==> src/sv/note_release_follower_core_macros.svh <==
// ----------------------------------------------------------------------------
// Note release follower - assertion macros
// Same-cycle and next-cycle implication checks on the core clock.
// ----------------------------------------------------------------------------
`ifndef NOTE_RELEASE_FOLLOWER_CORE_MACROS_SVH
`define NOTE_RELEASE_FOLLOWER_CORE_MACROS_SVH

`ifndef SYNTHESIS
`define NRF_ASSERT_SAME(lbl, ante, cons) \
  lbl: assert property (@(posedge clk) disable iff (!rst_n) (ante) |-> (cons)) \
    else $error("nrf assertion failed");
`define NRF_ASSERT_NEXT(lbl, ante, cons) \
  lbl: assert property (@(posedge clk) disable iff (!rst_n) (ante) |=> (cons)) \
    else $error("nrf assertion failed");
`else
`define NRF_ASSERT_SAME(lbl, ante, cons)
`define NRF_ASSERT_NEXT(lbl, ante, cons)
`endif

`endif

==> src/sv/nrf_pkg.sv <==
// ----------------------------------------------------------------------------
// Note release follower - package
// Operation codes, sequencer states, shared unit types, register map and reset values.
// ----------------------------------------------------------------------------
package nrf_pkg;

  typedef enum logic [1:0] {
    OP_KEY_ON  = 2'd0,
    OP_KEY_OFF = 2'd1,
    OP_WAIT    = 2'd2,
    OP_QUERY   = 2'd3
  } op_t;

  typedef enum logic [3:0] {
    ST_IDLE,
    ST_LOAD,
    ST_GRACE,
    ST_STEP,
    ST_ELAP,
    ST_JUDGE,
    ST_BELOW,
    ST_GATE,
    ST_HOLD,
    ST_RESP
  } state_t;

  typedef enum logic {
    ALU_SUB,
    ALU_ADD_SAT
  } alu_op_t;

  typedef struct packed {
    alu_op_t     op;
    logic [31:0] a;
    logic [31:0] b;
  } alu_ctl_t;

  typedef struct packed {
    logic [31:0] sum;
    logic        carry;
  } alu_res_t;

  localparam logic [2:0] REG_ENABLE      = 3'd0;
  localparam logic [2:0] REG_END_ATT     = 3'd1;
  localparam logic [2:0] REG_MIN_GATE    = 3'd2;
  localparam logic [2:0] REG_END_HOLD    = 3'd3;
  localparam logic [2:0] REG_START_GRACE = 3'd4;
  localparam logic [2:0] REG_LEVEL_MUTE  = 3'd5;

  localparam logic        RST_ENABLE      = 1'b1;
  localparam logic [10:0] RST_END_ATT     = 11'd853;
  localparam logic [15:0] RST_MIN_GATE    = 16'd1024;
  localparam logic [15:0] RST_END_HOLD    = 16'd1024;
  localparam logic [15:0] RST_START_GRACE = 16'd256;
  localparam logic        RST_LEVEL_MUTE  = 1'b0;

endpackage

==> src/sv/nrf_alu.sv <==
// ----------------------------------------------------------------------------
// Note release follower - shared arithmetic unit
// 32-bit subtract with no-borrow flag, or saturating add.
// ----------------------------------------------------------------------------
module nrf_alu
  import nrf_pkg::*;
(
  input  alu_ctl_t ctl,
  output alu_res_t res
);

  logic [32:0] sum;

  always_comb begin
    unique case (ctl.op)
      ALU_SUB:     sum = {1'b0, ctl.a} + {1'b0, ~ctl.b} + 33'd1;
      ALU_ADD_SAT: sum = {1'b0, ctl.a} + {1'b0, ctl.b};
      default:     sum = '0;
    endcase
    res.carry = sum[32];
    if (ctl.op == ALU_ADD_SAT && sum[32]) begin
      res.sum = '1;
    end else begin
      res.sum = sum[31:0];
    end
  end

endmodule

==> src/sv/note_release_follower_core.sv <==
// ----------------------------------------------------------------------------
// Note release follower - top level
// Per-channel note duration tracking with key-off recommendation.
//
//   port group | direction | handshake
//   in_*       | input     | in_valid / in_ready
//   out_*      | output    | out_valid / out_ready
//   APB        | config    | psel / penable / pwrite, pready tied high
//
// Key-on, key-off, query: load, then response. Wait may add grace, step,
// elapsed, judge, below, gate, hold; sums and bound checks share one unit.
// The next transaction is taken once the result sits in the output register.
// Result stalls hold the sequencer in its response state.
// Reset is synchronous; all channel state clears at once.
// ----------------------------------------------------------------------------
`include "note_release_follower_core_macros.svh"

module note_release_follower_core
  import nrf_pkg::*;
#(
  parameter int CHANNELS = 9
) (
  input  logic               clk,
  input  logic               rst_n,

  input  logic               in_valid,
  output logic               in_ready,
  input  logic [1:0]         in_operation,
  input  logic [3:0]         in_channel,
  input  logic [15:0]        in_wait_samples,
  input  logic signed [10:0] in_carrier_attenuation,

  output logic               out_valid,
  input  logic               out_ready,
  output logic               out_recommend_key_off,
  output logic               out_recommend_mute,
  output logic               out_finished,
  output logic               out_saw_key_off,
  output logic [31:0]        out_elapsed_samples,
  output logic [31:0]        out_below_samples,

  input  logic               psel,
  input  logic               penable,
  input  logic               pwrite,
  input  logic [4:0]         paddr,
  input  logic [31:0]        pwdata,
  output logic [31:0]        prdata,
  output logic               pready
);

  localparam int         CH_W   = (CHANNELS > 1) ? $clog2(CHANNELS) : 1;
  localparam logic [4:0] CH_LIM = 5'(CHANNELS);

  // configuration
  logic        enable_r;
  logic [10:0] end_att_r;
  logic [15:0] min_gate_r;
  logic [15:0] end_hold_r;
  logic [15:0] start_grace_r;
  logic        level_mute_r;
  logic [2:0]  reg_idx;
  logic        cfg_wr;

  assign pready  = 1'b1;
  assign reg_idx = paddr[4:2];
  assign cfg_wr  = psel && penable && pwrite && pready;

  always_ff @(posedge clk) begin
    if (!rst_n) begin
      enable_r      <= RST_ENABLE;
      end_att_r     <= RST_END_ATT;
      min_gate_r    <= RST_MIN_GATE;
      end_hold_r    <= RST_END_HOLD;
      start_grace_r <= RST_START_GRACE;
      level_mute_r  <= RST_LEVEL_MUTE;
    end else if (cfg_wr) begin
      unique case (reg_idx)
        REG_ENABLE:      enable_r      <= pwdata[0];
        REG_END_ATT:     end_att_r     <= pwdata[10:0];
        REG_MIN_GATE:    min_gate_r    <= pwdata[15:0];
        REG_END_HOLD:    end_hold_r    <= pwdata[15:0];
        REG_START_GRACE: start_grace_r <= pwdata[15:0];
        REG_LEVEL_MUTE:  level_mute_r  <= pwdata[0];
        default: ;
      endcase
    end
  end

  always_comb begin
    unique case (reg_idx)
      REG_ENABLE:      prdata = {31'd0, enable_r};
      REG_END_ATT:     prdata = {21'd0, end_att_r};
      REG_MIN_GATE:    prdata = {16'd0, min_gate_r};
      REG_END_HOLD:    prdata = {16'd0, end_hold_r};
      REG_START_GRACE: prdata = {16'd0, start_grace_r};
      REG_LEVEL_MUTE:  prdata = {31'd0, level_mute_r};
      default:         prdata = '0;
    endcase
  end

  // channel state
  logic        act_r   [CHANNELS];
  logic        seen_r  [CHANNELS];
  logic        rel_r   [CHANNELS];
  logic [15:0] grace_r [CHANNELS];
  logic [31:0] since_r [CHANNELS];
  logic [31:0] below_r [CHANNELS];

  // sequencer and working registers
  state_t             state_r, state_nxt;
  op_t                op_r;
  logic [3:0]         ch_r;
  logic [15:0]        wait_r;
  logic signed [10:0] att_r;
  logic               in_range_r, in_range_nxt;
  logic               w_act_r, w_act_nxt;
  logic               w_seen_r, w_seen_nxt;
  logic               w_rel_r, w_rel_nxt;
  logic [15:0]        w_grace_r, w_grace_nxt;
  logic [31:0]        w_since_r, w_since_nxt;
  logic [31:0]        w_below_r, w_below_nxt;
  logic [15:0]        step_r, step_nxt;
  logic               judge_r, judge_nxt;
  logic               is_below_r, is_below_nxt;
  logic               gate_ok_r, gate_ok_nxt;
  logic               rec_r, rec_nxt;
  logic               out_valid_r;
  logic               out_rec_r, out_mute_r, out_fin_r, out_seen_r;
  logic [31:0]        out_since_r, out_below_r;

  logic [CH_W-1:0] idx;
  logic            in_acc;
  logic            out_free;
  logic            resp_fire;
  alu_ctl_t        alu_ctl;
  alu_res_t        alu_res;

  assign idx       = ch_r[CH_W-1:0];
  assign in_ready  = (state_r == ST_IDLE);
  assign in_acc    = in_valid && in_ready;
  assign out_free  = !out_valid_r || out_ready;
  assign resp_fire = (state_r == ST_RESP) && out_free;

  nrf_alu u_alu (
    .ctl (alu_ctl),
    .res (alu_res)
  );

  always_ff @(posedge clk) begin
    if (!rst_n) begin
      state_r <= ST_IDLE;
    end else begin
      state_r <= state_nxt;
    end
  end

  always_comb begin
    state_nxt    = state_r;
    in_range_nxt = in_range_r;
    w_act_nxt    = w_act_r;
    w_seen_nxt   = w_seen_r;
    w_rel_nxt    = w_rel_r;
    w_grace_nxt  = w_grace_r;
    w_since_nxt  = w_since_r;
    w_below_nxt  = w_below_r;
    step_nxt     = step_r;
    judge_nxt    = judge_r;
    is_below_nxt = is_below_r;
    gate_ok_nxt  = gate_ok_r;
    rec_nxt      = rec_r;
    alu_ctl.op   = ALU_SUB;
    alu_ctl.a    = '0;
    alu_ctl.b    = '0;

    unique case (state_r)
      ST_IDLE: begin
        in_range_nxt = ({1'b0, in_channel} < CH_LIM);
        if (in_acc) begin
          state_nxt = ST_LOAD;
        end
      end
      ST_LOAD: begin
        rec_nxt   = 1'b0;
        judge_nxt = 1'b1;
        state_nxt = ST_RESP;
        if (!in_range_r) begin
          w_act_nxt   = 1'b0;
          w_seen_nxt  = 1'b0;
          w_rel_nxt   = 1'b0;
          w_grace_nxt = '0;
          w_since_nxt = '0;
          w_below_nxt = '0;
        end else begin
          w_act_nxt   = act_r[idx];
          w_seen_nxt  = seen_r[idx];
          w_rel_nxt   = rel_r[idx];
          w_grace_nxt = grace_r[idx];
          w_since_nxt = since_r[idx];
          w_below_nxt = below_r[idx];
          unique case (op_r)
            OP_KEY_ON: begin
              w_act_nxt   = 1'b1;
              w_seen_nxt  = 1'b0;
              w_rel_nxt   = 1'b0;
              w_grace_nxt = start_grace_r;
              w_since_nxt = '0;
              w_below_nxt = '0;
            end
            OP_KEY_OFF: begin
              w_seen_nxt = seen_r[idx] | act_r[idx];
            end
            OP_WAIT: begin
              if (enable_r && act_r[idx] && (wait_r != '0)) begin
                state_nxt = ST_GRACE;
              end
            end
            OP_QUERY: ;
            default: ;
          endcase
        end
      end
      ST_GRACE: begin
        alu_ctl.op = ALU_SUB;
        alu_ctl.a  = {16'd0, w_grace_r};
        alu_ctl.b  = {16'd0, wait_r};
        if (w_grace_r == '0) begin
          step_nxt  = wait_r;
          state_nxt = ST_ELAP;
        end else if (alu_res.carry) begin
          // grace covers the whole wait
          w_grace_nxt = alu_res.sum[15:0];
          judge_nxt   = 1'b0;
          state_nxt   = ST_ELAP;
        end else begin
          state_nxt = ST_STEP;
        end
      end
      ST_STEP: begin
        alu_ctl.op  = ALU_SUB;
        alu_ctl.a   = {16'd0, wait_r};
        alu_ctl.b   = {16'd0, w_grace_r};
        step_nxt    = alu_res.sum[15:0];
        w_grace_nxt = '0;
        state_nxt   = ST_ELAP;
      end
      ST_ELAP: begin
        // grace and judged part together advance the elapsed count by the wait
        alu_ctl.op  = ALU_ADD_SAT;
        alu_ctl.a   = w_since_r;
        alu_ctl.b   = {16'd0, wait_r};
        w_since_nxt = alu_res.sum;
        state_nxt   = judge_r ? ST_JUDGE : ST_RESP;
      end
      ST_JUDGE: begin
        alu_ctl.op   = ALU_SUB;
        alu_ctl.a    = {22'd0, att_r[9:0]};
        alu_ctl.b    = {21'd0, end_att_r};
        is_below_nxt = att_r[10] || alu_res.carry;
        state_nxt    = ST_BELOW;
      end
      ST_BELOW: begin
        alu_ctl.op  = ALU_ADD_SAT;
        alu_ctl.a   = w_below_r;
        alu_ctl.b   = {16'd0, step_r};
        w_below_nxt = is_below_r ? alu_res.sum : '0;
        state_nxt   = ST_GATE;
      end
      ST_GATE: begin
        alu_ctl.op  = ALU_SUB;
        alu_ctl.a   = w_since_r;
        alu_ctl.b   = {16'd0, min_gate_r};
        gate_ok_nxt = alu_res.carry;
        state_nxt   = ST_HOLD;
      end
      ST_HOLD: begin
        alu_ctl.op = ALU_SUB;
        alu_ctl.a  = w_below_r;
        alu_ctl.b  = {16'd0, end_hold_r};
        if (!w_rel_r && gate_ok_r && alu_res.carry) begin
          w_rel_nxt = 1'b1;
          rec_nxt   = 1'b1;
        end
        state_nxt = ST_RESP;
      end
      ST_RESP: begin
        if (out_free) begin
          state_nxt = ST_IDLE;
        end
      end
      default: state_nxt = ST_IDLE;
    endcase
  end

  always_ff @(posedge clk) begin
    if (in_acc) begin
      op_r   <= op_t'(in_operation);
      ch_r   <= in_channel;
      wait_r <= in_wait_samples;
      att_r  <= in_carrier_attenuation;
    end
    in_range_r <= in_range_nxt;
    w_act_r    <= w_act_nxt;
    w_seen_r   <= w_seen_nxt;
    w_rel_r    <= w_rel_nxt;
    w_grace_r  <= w_grace_nxt;
    w_since_r  <= w_since_nxt;
    w_below_r  <= w_below_nxt;
    step_r     <= step_nxt;
    judge_r    <= judge_nxt;
    is_below_r <= is_below_nxt;
    gate_ok_r  <= gate_ok_nxt;
    rec_r      <= rec_nxt;
  end

  always_ff @(posedge clk) begin
    if (!rst_n) begin
      for (int i = 0; i < CHANNELS; i++) begin
        act_r[i]   <= 1'b0;
        seen_r[i]  <= 1'b0;
        rel_r[i]   <= 1'b0;
        grace_r[i] <= '0;
        since_r[i] <= '0;
        below_r[i] <= '0;
      end
    end else if (resp_fire && in_range_r) begin
      act_r[idx]   <= w_act_r;
      seen_r[idx]  <= w_seen_r;
      rel_r[idx]   <= w_rel_r;
      grace_r[idx] <= w_grace_r;
      since_r[idx] <= w_since_r;
      below_r[idx] <= w_below_r;
    end
  end

  // output register
  always_ff @(posedge clk) begin
    if (!rst_n) begin
      out_valid_r <= 1'b0;
    end else if (resp_fire) begin
      out_valid_r <= 1'b1;
    end else if (out_ready) begin
      out_valid_r <= 1'b0;
    end
  end

  always_ff @(posedge clk) begin
    if (resp_fire) begin
      out_rec_r   <= rec_r;
      out_mute_r  <= rec_r & level_mute_r;
      out_fin_r   <= !w_act_r;
      out_seen_r  <= w_seen_r;
      out_since_r <= w_since_r;
      out_below_r <= w_below_r;
    end
  end

  assign out_valid             = out_valid_r;
  assign out_recommend_key_off = out_rec_r;
  assign out_recommend_mute    = out_mute_r;
  assign out_finished          = out_fin_r;
  assign out_saw_key_off       = out_seen_r;
  assign out_elapsed_samples   = out_since_r;
  assign out_below_samples     = out_below_r;

  `NRF_ASSERT_SAME(a_mute_needs_rec, out_valid_r && out_mute_r, out_rec_r)
  `NRF_ASSERT_SAME(a_rec_only_active, out_valid_r && out_rec_r, !out_fin_r)
  `NRF_ASSERT_NEXT(a_accept_loads, in_acc, state_r == ST_LOAD)
  `NRF_ASSERT_NEXT(a_out_drains, out_valid_r && out_ready && !resp_fire, !out_valid_r)

endmodule

==> config.mk <==
export PLATFORM = sky130hd
export DESIGN_NAME = note_release_follower_core
export DESIGN_NICKNAME = d
export VERILOG_FILES = /design/src/sv/nrf_pkg.sv /design/src/sv/nrf_alu.sv /design/src/sv/note_release_follower_core.sv
export VERILOG_INCLUDE_DIRS = /design/src /design/src/sv
export SDC_FILE = /design/constraint.sdc
export NUM_CORES = 2
export LEC_CHECK = 0
export ABC_AREA = 1
export BUFFER_PORTS_ARGS = -buffer_cell sky130_fd_sc_hd__buf_2
export CAP_MARGIN = 20
export CORE_MARGIN = 3
export CORE_UTILIZATION = 55
export DETAILED_ROUTE_END_ITERATION = 8
export PLACE_DENSITY = 0.69
export SLEW_MARGIN = 20
export SYNTH_ARGS = -nofsm -noshare
export SYNTH_HDL_FRONTEND = slang
export SYNTH_SLANG_ARGS = --single-unit
==> constraint.sdc <==
create_clock -name clk -period 34.7 [get_ports clk]
set_input_delay 3.47 -clock clk [delete_from_list [all_inputs] [get_ports clk]]
set_output_delay 3.47 -clock clk [all_outputs]
set_load 0.1 [all_outputs]
==> reports/summary.log <==
INFO  status         outcome=completed
INFO  die            fp.dieW=361µm
INFO  setup_path     reg2regPathDepth=21
INFO  route          detail_route.first_pass.iterations=8
INFO  layout         multi_input_comb_area=19600µm²
INFO  power          power.ir.vdd_worst=0.0593mV
INFO  sta            hold_slack=0.476ns
INFO  die            die_y=361µm
INFO  layout         fin_util=61.4%
INFO  synth          syn-instance-count=6471
INFO  sta            grt_setup_unrepaired=no
INFO  sta            setup_slack=25.91ns
INFO  layout         nets=6535
INFO  layout         growth_of_design_area_from_synthesis_to_finish=10.2%
INFO  placed_design  pre_cts_slack=25.98ns
INFO  setup_path     end_of_the_worst_register_to_register_path=w_grace_r[8]$_DFFE_PP_
INFO  placed_design  place_area=71300µm²
INFO  worst_hold_path hold_end=rel_r[8]$_DFF_P_
INFO  placed_design  dp_hpwl=120000µm
INFO  layout         fin_cells=8193
INFO  clock_network  clock-sinks=1603
INFO  setup_path     end_kind=output port
INFO  route          route.antenna.remaining_nets=0
INFO  clock_network  clock_tree.htree_level_count=4
INFO  sta            slew-limit-headroom=22.1%
INFO  route          avg_vias_per_cell=6.30
INFO  sta            fin_skew=0.0228ns
INFO  route          postRouteWirelength=215000µm
INFO  route          detail_route.drc_violations=0
INFO  layout         n_fill_cell=9868
INFO  die            design.die.area=130000µm²
INFO  synth          avg_synthesized_cell_area=10.7µm²
INFO  sta            final.period_utilization=25.3%
INFO  die            initial_cell_density_of_the_core=55.7%
INFO  sta            fin_tns_setup=0ns
INFO  worst_hold_path hold_path_class=reg2reg
INFO  synth          synth.yosys.seq_area_share=68.1%
INFO  power          leakagePower=27.9nW
INFO  global_routing first_global_vias=48529
INFO  route          vias=51643
INFO  synth          post_synth_edffs=1506
INFO  placed_design  gp_weighted_congestion=0.942
INFO  worst_hold_path holdCritStartpoint=rel_r[8]$_DFF_P_
INFO  global_routing grt_first_pass_wirelength=314000µm
INFO  run            maxCapViolations=0
INFO  setup_path     reg2reg_from=state_r[2]$_SDFFE_PN0P_
INFO  setup_path     regToRegSetupSlack=27.96ns
INFO  route          drt-initial-drc-count=7880
INFO  sta            max_freq=0.114GHz
INFO  synth          most_used_flip_flop_cell_after_synthesis=sky130_fd_sc_hd__edfxtp_1
INFO  clock_network  postCtsSetupRepairBufs=0
INFO  sta            report.final.setup_viol=0
INFO  global_routing number_of_antenna_violations_at_the_first_check_in_global_routing=8
INFO  placed_design  numPortBuffers=144
INFO  clock_network  root_buffer=sky130_fd_sc_hd__clkbuf_16
INFO  die            placeableCoreArea=124000µm²
INFO  clock_network  cts_repair_resize_count=0
INFO  global_routing grt_max_degree=219
INFO  synth          synth_cell_types=52
INFO  global_routing gr-usage-all-layers=32.4%
INFO  clock_network  worst_setup_hold_path_clk_slew=0.06ns
INFO  synth          ys_warn_count=0
INFO  synth          postSynthRegisterBits=1603
INFO  sta            report.final.slew_viol_count=0
INFO  setup_path     start_kind=input pin
INFO  global_routing grt_remaining_overflow=0
INFO  power          report.power.total=5.73mW
INFO  synth          postSynth.asyncResetShare=0%
INFO  setup_path     cp_max_fo=12
INFO  die            rows=129
INFO  sta            hold_violations=0
INFO  sta            tightest_slew=1.17ns
INFO  die            io_pins=180
INFO  placed_design  placed_cells_incl_taps=7897
INFO  clock_network  cts_tree=done
INFO  setup_path     critPathRequiredTime=31.23ns
INFO  power          power_density=75.0nW/µm²
INFO  clock_network  postCtsHoldBufs=0
INFO  layout         layout.area.seq=47200µm²
INFO  synth          mappedNetlistArea=69300µm²
INFO  sta            layout_min_cycle_time=8.79ns
INFO  clock_network  numCtsBuffers=161
INFO  worst_hold_path hold_depth=2
INFO  route          final_routed_wire_length_divided_by_cell_count=26.2µm
INFO  clock_network  maximum_number_of_buffers_from_clock_root_to_sink=3
INFO  clock_network  clk_latency=0.80ns
INFO  layout         drive_above_1_share=8.23%
INFO  setup_path     crit_type=in2out
INFO  layout         post-route-cell-area=76400µm²
INFO  setup_path     critical_path_arrival=5.32ns
metal layers:
layer	GRT usage, %	part of all wire (%)	vias to the layer above
met5	0	0.012	-
met4	12.3	3.8	4
met3	6.70	12	580
met2	50.6	46	3377
met1	45.2	38	25007
li1	-	-	22675
logic make-up after synthesis:
kind of cell	count (synthesis)	share of synthesized area, %
adders and majority gates	34	0.635
other	2	0.0108
xor gates and xnor gates	5	0.0632
buffers and inverters	727	4.10
AOI/OAI and AO/OA	1330	11.4
and+or+nand+nor	2770	15.8
DFF	1603	68.1
Yosys cell counts (all sizes together), types with 59 or more instances:
cell / n / area (µm²)
buf: 59 / 333
o22ai: 177 / 1110
nand2: 913 / 3480
nand3: 229 / 1180
edfxtp: 1506 / 45200
nor2: 1572 / 5920
o21ai: 633 / 3170
clkinv: 72 / 270
o32ai: 131 / 1150
dfxtp: 97 / 1940
inv: 199 / 747
clkbuf: 397 / 1490
a21oi: 252 / 1260
worst max path at each step:
stage	start	to	slack (ns)	cells after the start
5_1_grt	paddr[4]	prdata[8]	25.83	7
3_5_place_dp	paddr[4]	prdata[0]	25.98	5
2_1_floorplan	out_ready	act_r[12]$_DFFE_PP_	20.02	6
3_3_place_gp	paddr[4]	prdata[0]	25.96	5
4_1_cts	paddr[4]	prdata[0]	25.97	5
6_report	paddr[4]	prdata[0]	25.91	5
critical path, cell delays in order:
cell and delay (ns):
sky130_fd_sc_hd__buf_2 0.13, sky130_fd_sc_hd__nor3_2 0.85, sky130_fd_sc_hd__a221oi_1 0.25, sky130_fd_sc_hd__o2111ai_1 0.14, sky130_fd_sc_hd__buf_2 0.47
power breakdown:
group / internal [mW] / total [mW] / leakage, nW / switching, mW
clock: 0.960 / 1.70 / 2.47 / 0.741
sequential: 2.29 / 2.43 / 15.4 / 0.135
combinational: 0.387 / 1.60 / 10.0 / 1.21
total: 3.64 / 5.73 / 27.9 / 2.09
flip-flops by register name (all words and copies together) (netlist names), 16 cells and up, named ones only:
name and flops:
below_r 512, since_r 512, grace_r 256, out_below_samples 32, out_elapsed_samples 32, w_below_r 32
w_since_r 32, act_r 16, end_hold_r 16, min_gate_r 16, rel_r 16, seen_r 16
start_grace_r 16, step_r 16, w_grace_r 16, wait_r 16
layout by cell type (no fill, tap or decap), types with 10 or more instances in the layout:
master                      Yosys  layout
sky130_fd_sc_hd__o32ai_1      131     131
sky130_fd_sc_hd__clkbuf_1     397      35
sky130_fd_sc_hd__nor2_4         2      13
sky130_fd_sc_hd__dfxtp_1       97      93
sky130_fd_sc_hd__o21ai_0      616     615
sky130_fd_sc_hd__a221o_1       29      29
sky130_fd_sc_hd__o21ai_1       17      17
sky130_fd_sc_hd__o22ai_1      177     177
sky130_fd_sc_hd__nand3_1      223     223
sky130_fd_sc_hd__buf_4         17      80
sky130_fd_sc_hd__a21oi_1      251     251
sky130_fd_sc_hd__o211ai_1      20      20
sky130_fd_sc_hd__o2111ai_1     14      14
sky130_fd_sc_hd__nor3_1        16      13
sky130_fd_sc_hd__a32o_1        12      12
sky130_fd_sc_hd__edfxtp_1    1506    1506
sky130_fd_sc_hd__buf_2          5     144
sky130_fd_sc_hd__clkbuf_16      0     165
sky130_fd_sc_hd__o221ai_1      19      19
sky130_fd_sc_hd__nand4_1       11      11
sky130_fd_sc_hd__clkinv_2       0      22
sky130_fd_sc_hd__a221oi_1      18      18
sky130_fd_sc_hd__nand2_2       17      19
sky130_fd_sc_hd__nand2_1      894     875
sky130_fd_sc_hd__clkinv_1      72     104
sky130_fd_sc_hd__nor2_1      1568    1555
sky130_fd_sc_hd__nand2_4        2      19
sky130_fd_sc_hd__nor4_1        13      13
sky130_fd_sc_hd__bufinv_16      0      10
sky130_fd_sc_hd__conb_1         2      17
sky130_fd_sc_hd__ha_1          32      32
sky130_fd_sc_hd__inv_1        195     193
cell type report:
cell class | count | area share, %
antenna | 5 | 0.0164
tap | 1637 | 2.68
clock inverter | 84 | 0.965
clock buffer | 206 | 5.68
multi-input combinational | 4156 | 25.7
inverter | 271 | 1.35
sequential | 1603 | 61.8
timing repair buffer | 231 | 1.89
Note: power is estimated with default switching activity, not from simulation.
